===== src/rtl/ilist_pkg.sv =====
// Shared types, constants and codes for the indexed insert/remove list.
package ilist_pkg;

    localparam int WORD_W           = 64;
    localparam int POS_W            = 8;
    localparam int CMD_W            = 3;
    localparam int COUNT_W          = 7;
    localparam int STAT_W           = 2;
    localparam int DEFAULT_CAPACITY = 64;
    // Index width at the largest supported capacity (1024 entries).
    localparam int MAX_IDX_W        = 10;

    typedef enum logic [CMD_W-1:0] {
        CMD_APPEND = 3'd0,
        CMD_INSERT = 3'd1,
        CMD_REMOVE = 3'd2,
        CMD_SWAP   = 3'd3,
        CMD_READ   = 3'd4,
        CMD_LENGTH = 3'd5,
        CMD_CLEAR  = 3'd6
    } cmd_t;

    localparam logic [STAT_W-1:0] STAT_OK    = 2'd0;
    localparam logic [STAT_W-1:0] STAT_RANGE = 2'd1;
    localparam logic [STAT_W-1:0] STAT_FULL  = 2'd2;

    typedef enum logic [1:0] {
        OP_NONE,
        OP_INSERT,
        OP_REMOVE,
        OP_SWAP
    } op_t;

    typedef enum logic [1:0] {
        S_IDLE,
        S_RESOLVE,
        S_READ,
        S_COMMIT
    } state_t;

    typedef struct packed {
        op_t                  op;
        logic [MAX_IDX_W-1:0] idx_a;
        logic [MAX_IDX_W-1:0] idx_b;
    } cell_ctrl_t;

endpackage


===== src/rtl/ilist_cell.sv =====
// One list cell: holds a single entry and shifts, loads or swaps it.
module ilist_cell #(
    parameter int CELL_IDX = 0
) (
    input  logic                            clk,
    input  ilist_pkg::cell_ctrl_t           ctrl,
    input  logic [ilist_pkg::WORD_W-1:0]    word,
    input  logic [ilist_pkg::WORD_W-1:0]    rd_a,
    input  logic [ilist_pkg::WORD_W-1:0]    rd_b,
    input  logic [ilist_pkg::WORD_W-1:0]    left_data,
    input  logic [ilist_pkg::WORD_W-1:0]    right_data,
    output logic [ilist_pkg::WORD_W-1:0]    data
);

    localparam logic [ilist_pkg::MAX_IDX_W-1:0] MY_IDX = ilist_pkg::MAX_IDX_W'(CELL_IDX);

    logic [ilist_pkg::WORD_W-1:0] data_reg;
    logic [ilist_pkg::WORD_W-1:0] data_next;

    always_comb
    begin
        data_next = data_reg;
        unique case (ctrl.op)
            ilist_pkg::OP_INSERT:
            begin
                if (MY_IDX == ctrl.idx_a)
                    data_next = word;
                else if (MY_IDX > ctrl.idx_a)
                    data_next = left_data;
            end
            ilist_pkg::OP_REMOVE:
            begin
                if (MY_IDX >= ctrl.idx_a)
                    data_next = right_data;
            end
            ilist_pkg::OP_SWAP:
            begin
                if (MY_IDX == ctrl.idx_a)
                    data_next = rd_b;
                else if (MY_IDX == ctrl.idx_b)
                    data_next = rd_a;
            end
            default: data_next = data_reg;
        endcase
    end

    always_ff @(posedge clk)
    begin
        data_reg <= data_next;
    end

    assign data = data_reg;

endmodule


===== config.mk =====
export PLATFORM = sky130hd
export DESIGN_NAME = ilist_cell
export DESIGN_NICKNAME = d
export VERILOG_FILES = /design/src/rtl/ilist_pkg.sv /design/src/rtl/ilist_cell.sv
export SDC_FILE = /design/constraint.sdc
export NUM_CORES = 1
export LEC_CHECK = 0
export BUFFER_PORTS_ARGS = -buffer_cell sky130_fd_sc_hd__buf_2
export CAP_MARGIN = 25
export CORE_AREA = 3 3 156 158
export DETAILED_ROUTE_END_ITERATION = 8
export DIE_AREA = 0 0 159 161
export SYNTH_ARGS = -nofsm -noshare
export SYNTH_HDL_FRONTEND = slang
export SYNTH_SLANG_ARGS = --single-unit

===== constraint.sdc =====
create_clock -name clk -period 6.9 [get_ports clk]
set_input_delay 0.69 -clock clk [delete_from_list [all_inputs] [get_ports clk]]
set_output_delay 0.69 -clock clk [all_outputs]
set_load 0.02 [all_outputs]

==> impl_results.md, run 1 <==
* Sw frac at a little over a quarter
* Setup total negative slack at 0 ps
* Via density at around 5.3
* First-pass GRT wire length at 37920 um
* Crit path buf inv count at 3
* Core Area at 23260 um2
* Most frequent CP cell: buf_4
* Post-Syn Area at 5167 um2
* Hold_buf cts at 0
* Antenna diodes at 0
* Top cells by count, synth: o221ai_1, nand2_1
* Crit path max-delay family: buffers and inverters
* Initial Utilization at between 20 and 25%
* Synth cell types at 22
* Sequential share of the synthesized area at a little under two fifths
* CP max stage delay at 780 ps
* Most numerous cell in the Yosys netlist: o221ai_1
* Top-area cell type share of the netlist area at 37.19%
* Layout Nets at 1299
* Clk pwr share at 41.7%
* Placed cell count at 1264
* CP Cell Sequence: buf_2, nor4_4, buf_4, a41oi_1, a21oi_4, buf_4
* Post-DP HPWL at approximately 18000 um
* CTS buffer count at 9
* Share of layout cells above drive strength 1 at around 46%
* Area leader, netlist: edfxtp_1
* Critical path launch point type: input pin
* Max FO, Critical Path at between 40 and 50
* GPL Wtd Cong at slightly below 0.9
* First-pass DRT Iterations at 7
* Pin count of the biggest net entering global routing at 85
* Clock tree sinks at 64
* Clock transition at path regs at 60 ps
* Synth area leaders: edfxtp_1, o221ai_1, a21boi_0
* Hold slack at 699.4 ps
* Async set-reset flop share out of synthesis at 0%
* Max reg flops at 64
* Reg power frac at 36.6%
* H-tree Lvls at 3
* Row count at 56
* CTS tree: yes
* Die area at 25600 um2
* WP data required at 6860 ps
* Hold crit path type: input pin to register
* Top FF cell, synth: edfxtp_1
* CP startpoint: ctrl[14]
* Relative slew margins at 37.87%
* P_sw at 313.2 uW
* Worst Tran Pin Value at 929.9 ps
* Die Height at 161 um
* Initial antenna violation count at 0
* Setup crit end kind: register
* Maximum clock path buffer count at 2
* IO Port Bufs at 406
* Gate Count Post-Synth at 602
* GRT overflow at 0
* Max-cap violations at 0
* Mean Syn Cell Area at about 8.6 um2
* Final wirelength at 24990 um
* Fillers at around 2.5k
* LEAKAGE at 0.003431 uW
* I/O pin count at 407
* Root buf cell: clkbuf_16
* Slew Limit Fails at 0
* Clock period minus worst slack at 3317 ps
* Final hold violation count at 0
* Yosys warns at 0
* Unrepaired setup endpoints after global routing: no
* Post-CTS Setup Bufs at 0
* Gr usage total at a little under a fifth
* Worst Setup EP: data[26]$_DFFE_PP_
* Worst path arrival time at around 3300 ps
* Placed Area at between 7000 and 8000 um2
* Area Overhead vs Synth at 49.54%
* DR WL/cell at roughly 20 um
* Final non-filler cell total at around 1.3k
* Vias at 6721
* Setup Crit Path Kind: input pin to register
* Fmax at 301.5 MHz
* Number of flops mapped to enable cells by yosys at 64
* Post-CTS sizing at 0
* Design Area, Final at roughly 7700 um2
* Final setup fails at 0
* PD cells at between 150 and 200 nW/um2
* CP max-delay cell: a21oi_4
* Peak supply drop at 0.09455 mV
* Final Cycle Share at 48.08%
* Post-route DRC violation count at 0
* Power, Total at 1184 uW
* Drt first-iter violations at 524
* Vias in the first global route at about 6.7k
* WP depth at 6
* Post-synth net total at 945
* Die Wd at about 160 um
* Routed Antenna Nets at 0
* Outcome: complete, no violations
* Logic pwr share at 21.6%
* Cell Int Power at 870.8 uW
* Yosys reg bits at 64
## power by group through the flow
stage | combinational [uW] | clock [uW] | sequential, uW
after floorplan | 118 | 0 | 442
after global placement | 253 | 0 | 442
after detailed placement | 255 | 0 | 442
after CTS | 256 | 512 | 434
after global routing | 284 | 531 | 433
final | 256 | 494 | 434
## metal layers
metal / track usage, % / up-vias / part of all wire [%]
li1: - / 3107 / -
met1: 21.98 / 3185 / 39
met2: 33.59 / 395 / 51
met3: 4.386 / 34 / 8.0
met4: 5.213 / 0 / 1.8
met5: 0 / - / 0
## kinds of logic after synthesis
kind of cell | Yosys count | share of synthesized area (%)
compound gates | 259 | 37.63
buf+inv | 140 | 10.99
flops | 64 | 37.19
simple gates | 139 | 14.19
## cells in the final DEF (no fill, tap or decap)
master | synthesis | routed
nand4b_1 | 1 | 1
nand2_1 | 66 | 64
nor4_4 | 2 | 2
a21boi_0 | 64 | 64
bufinv_16 | 0 | 2
clkbuf_16 | 0 | 9
o21ai_1 | 60 | 60
clkinv_1 | 0 | 1
nand3_1 | 2 | 2
inv_1 | 64 | 64
a21oi_4 | 0 | 1
clkinvlp_4 | 0 | 2
nand4_1 | 64 | 64
a31o_2 | 0 | 1
buf_16 | 0 | 1
nor2_4 | 0 | 1
buf_4 | 4 | 13
nand2_2 | 0 | 2
nor4_1 | 1 | 1
buf_2 | 22 | 405
nor4b_1 | 1 | 1
edfxtp_1 | 64 | 64
a41oi_1 | 1 | 1
nor3_1 | 1 | 1
clkinv_2 | 0 | 1
o221ai_1 | 128 | 128
o21ai_0 | 4 | 4
clkbuf_1 | 46 | 1
## per-stage QoR
stage / utilization [%] / setup WS [ps]
global route: 33.22 / 3355
detailed placement: 31.87 / 3180
CTS: 33.22 / 3542
global placement: 31.76 / 3225
floorplan: - / 1706
finish: 33.22 / 3583
## worst min-delay path by stage
stage                        start                  to  slack, ps  depth (start not counted)
final                      word[3]   data[3]$_DFFE_PP_        700                          3
after global placement    word[27]  data[27]$_DFFE_PP_       1040                          3
after global routing      word[56]  data[56]$_DFFE_PP_        700                          3
after CTS                  word[3]   data[3]$_DFFE_PP_        680                          3
after floorplan           word[35]  data[35]$_DFFE_PP_        940                          2
after detailed placement   word[3]   data[3]$_DFFE_PP_       1040                          3
## area by class of cell
class                   instances  area, um2  share of cell area, %
clock buffers                  10      229.0                  2.963
clock inverters                 6      83.83                  1.085
inverters                      64      240.2                  3.109
multi-input cells             398       2701                  34.96
flip-flops and latches         64       1922                  24.87
well taps                     319      399.1                  5.165
repair buffers                419       2152                  27.85
Note: power is estimated with default switching activity, not from simulation.
==> run 2, diff against run 1 <==
--- a/config.mk
+++ b/config.mk
@@ -5,11 +5,12 @@
 export SDC_FILE = /design/constraint.sdc
 export NUM_CORES = 1
 export LEC_CHECK = 0
+export ABC_AREA = 1
 export BUFFER_PORTS_ARGS = -buffer_cell sky130_fd_sc_hd__buf_2
 export CAP_MARGIN = 25
-export CORE_AREA = 3 3 156 158
+export CORE_AREA = 3 3 159 161
 export DETAILED_ROUTE_END_ITERATION = 8
-export DIE_AREA = 0 0 159 161
+export DIE_AREA = 0 0 162 164
 export SYNTH_ARGS = -nofsm -noshare
 export SYNTH_HDL_FRONTEND = slang
 export SYNTH_SLANG_ARGS = --single-unit
==> constraint.sdc (replaced) <==
create_clock -name clk -period 2.9 [get_ports clk]
set_input_delay 0.29 -clock clk [delete_from_list [all_inputs] [get_ports clk]]
set_output_delay 0.29 -clock clk [all_outputs]
set_load 0.02 [all_outputs]
==> run 2 against run 1 <==
Compared with the run above:
- hold slack got worse by 460 ps
- synthesized cell count increased by 42%
- sequential share of layout area decreased by 1.3 points
- global-route usage decreased by 1.8 points
- worst setup slack got worse by 2200 ps
- clock-buffer cell count unchanged
- final cell count increased by 21%
- sequential cell count unchanged
- critical endpoint is now data[31]$_DFFE_PP_
- largest power group unchanged
- highest routed layer unchanged
==> impl_results.md, run 2 <==
* Initial antenna violation count at 0 (unchanged)
* Max FO, Critical Path at 64 (+31%)
* GPL Wtd Cong at 0.8292 (-6.5%)
* Post-route DRC violation count at 0 (unchanged)
* Unrepaired setup endpoints after global routing: no
* Gate Count Post-Synth at 855 (+42%)
* Critical path launch point type: input pin
* Worst path arrival time at 1460 ps (-1820 ps)
* Area Overhead vs Synth at 43.92%
* Hold slack at 244.3 ps (-455.1 ps)
* Number of flops mapped to enable cells by yosys at 64 (unchanged)
* Power, Total at 2688 uW (+130%)
* Final wirelength at 23610 um (-5.5%)
* Fillers at 2684 (+8.0%)
* Hold_buf cts at 0 (unchanged)
* Most numerous cell in the Yosys netlist: nand3_1
* Row count at 57 (+1.8%)
* DR WL/cell at 15.22 um (-22%)
* Setup Crit Path Kind: input pin to register
* Post-CTS sizing at 0 (unchanged)
* Top cells by count, synth: nand3_1, nand2_1, inv_1, edfxtp_1, o21bai_1
* Drt first-iter violations at 524 (unchanged)
* Final Cycle Share at 51.13%
* Maximum clock path buffer count at 2 (unchanged)
* Synth cell types at 20 (-9.1%)
* LEAKAGE at 0.004335 uW (+26%)
* Sequential share of the synthesized area at 33.95% (-3.2 points)
* Commonest non-fill, non-tap cell in the layout: buf_2
* CTS buffer count at 9 (unchanged)
* Worst Setup EP: data[31]$_DFFE_PP_
* Final hold violation count at 0 (unchanged)
* Clock period minus worst slack at roughly 1500 ps
* IO Port Bufs at 406 (unchanged)
* Pin count of the biggest net entering global routing at 65 (-24%)
* Final setup fails at 0 (unchanged)
* Yosys reg bits at 64 (unchanged)
* Max reg flops at 64 (unchanged)
* Layout Nets at 1566 (+21%)
* Placed cell count at 1536 (+22%)
* Antenna diodes at 0 (unchanged)
* Top FF cell, synth: edfxtp_1
* I/O pin count at 407 (unchanged)
* Relative slew margins at 45.78% (+7.9 points)
* Gr usage total at 16.77% (-1.8 points)
* Die Wd at 162 um (+1.9%)
* Fmax at 674.4 MHz
* Vias at 7137 (+6.2%)
* Synth area leaders: edfxtp_1, nand3_1, nand2_1
* Clock transition at path regs at 60 ps (about the same)
* Worst Tran Pin Value at 813.4 ps (-116.5 ps)
* WP data required at 2880 ps (-3980 ps)
* Setup total negative slack at 0 ps (unchanged)
* Clock tree sinks at 64 (unchanged)
* CTS tree: yes
* Post-CTS Setup Bufs at 0 (unchanged)
* Post-DP HPWL at 17350 um (-5.6%)
* CP startpoint: ctrl[12]
* Initial Utilization at 23.48% (+1.3 points)
* Via density at 4.599 (-12%)
* Setup crit end kind: register
* Mean Syn Cell Area at 6.620 um2 (-23%)
* Core Area at 24110 um2 (+3.6%)
* Async set-reset flop share out of synthesis at 0% (unchanged)
* Most frequent cells in the layout: buf_2, nand3_1, nand2_1
* Vias in the first global route at 7035 (+4.7%)
* Max-cap violations at 0 (unchanged)
* Hold crit path type: input pin to register
* Die area at 26570 um2 (+3.8%)
* Slew Limit Fails at 0 (unchanged)
* Post-synth net total at 1198 (+27%)
* Peak supply drop at 0.1392 mV (+47%)
* H-tree Lvls at 3 (unchanged)
* Outcome: complete, no violations
* Final non-filler cell total at 1552 (+21%)
* Area leader, netlist: edfxtp_1
* GRT overflow at 0 (unchanged)
* Share of layout cells above drive strength 1 at 36.32% (-9.5 points)
* Routed Antenna Nets at 0 (unchanged)
* First-pass GRT wire length at 35140 um (-7.3%)
* PD cells at 330.0 nW/um2 (+120%)
* Top-area cell type share of the netlist area at 33.95% (-3.2 points)
* Post-Syn Area at 5660 um2 (+9.5%)
* First-pass DRT Iterations at 5 (-2)
* Yosys warns at 0 (unchanged)
* Die Height at 164 um (+1.9%)
* Root buf cell: clkbuf_16
## run 2: changes by cell type after synthesis, moves of 10 or more
| cell | delta |
|---|---|
| nand3_1 | +254 |
| inv_1 | +130 |
| nand2_1 | +130 |
| o221ai_1 | -128 |
| a21boi_0 | -64 |
| o21bai_1 | +64 |
| nand4_1 | -63 |
| o21ai_1 | -60 |
| clkbuf_1 | -33 |
| buf_2 | +10 |
## run 2: cells by family after synthesis
group                  after synthesis  share of synthesized area, %
AOI/OAI and AO/OA                   66                         8.665
buffers and inverters              257                         20.14
DFF                                 64                         33.95
and+or+nand+nor                    468                         37.25
## run 2: worst min path at each step
stage                              end           start  slack (ps)  cells after the start
floorplan            data[0]$_DFFE_PP_   right_data[0]         490                      2
global placement    data[23]$_DFFE_PP_  right_data[23]         580                      3
detailed placement  data[26]$_DFFE_PP_  right_data[26]         580                      3
CTS                 data[26]$_DFFE_PP_  right_data[26]         220                      3
global route        data[34]$_DFFE_PP_  right_data[34]         230                      3
finish              data[26]$_DFFE_PP_  right_data[26]         240                      3
## run 2: worst max-delay path, stage by stage
cell and delay [ps]:
buf_2 90, nor2_1 120, nand2_2 140, nor2_4 160
o21ai_0 150, o21ai_4 100, buf_12 350
## run 2: stage by stage
| stage | util, % | setup slack, ps | instance area, um2 |
|---|---|---|---|
| 2_1_floorplan | - | 125.1 | 5664 |
| 3_3_place_gp | 32.60 | 1091 | 7858 |
| 3_5_place_dp | 32.60 | 1068 | 7858 |
| 4_1_cts | 33.80 | 1439 | 8147 |
| 5_1_grt | 33.80 | 1338 | 8147 |
| 6_report | 33.80 | 1417 | 8147 |
## run 2: cell type report
class	count	area, um2	area share, %
clock buffer	10	229.0	2.811
timing repair buffer	418	2172	26.66
clock inverter	6	60.06	0.7372
multi-input combinational	534	2623	32.19
inverter	196	735.7	9.031
sequential	64	1922	23.59
tap	324	405.4	4.976
## run 2: routing by layer
layer  vias to the layer above  part of all wire [%]  track usage [%]
met1                      3234                    39            19.59
met5                         -                     0                0
met3                        49                    10            4.590
met4                         0                   2.9            7.445
li1                       3442                     -                -
met2                       412                    48            28.81
## run 2: power by group
part           total, uW  internal (uW)  switching, uW  leakage, uW
Combinational        551            281            270      0.00364
Clock               1110            662            445     0.000140
Sequential          1030           1030          0.320     0.000552
Total               2690           1970            715      0.00434
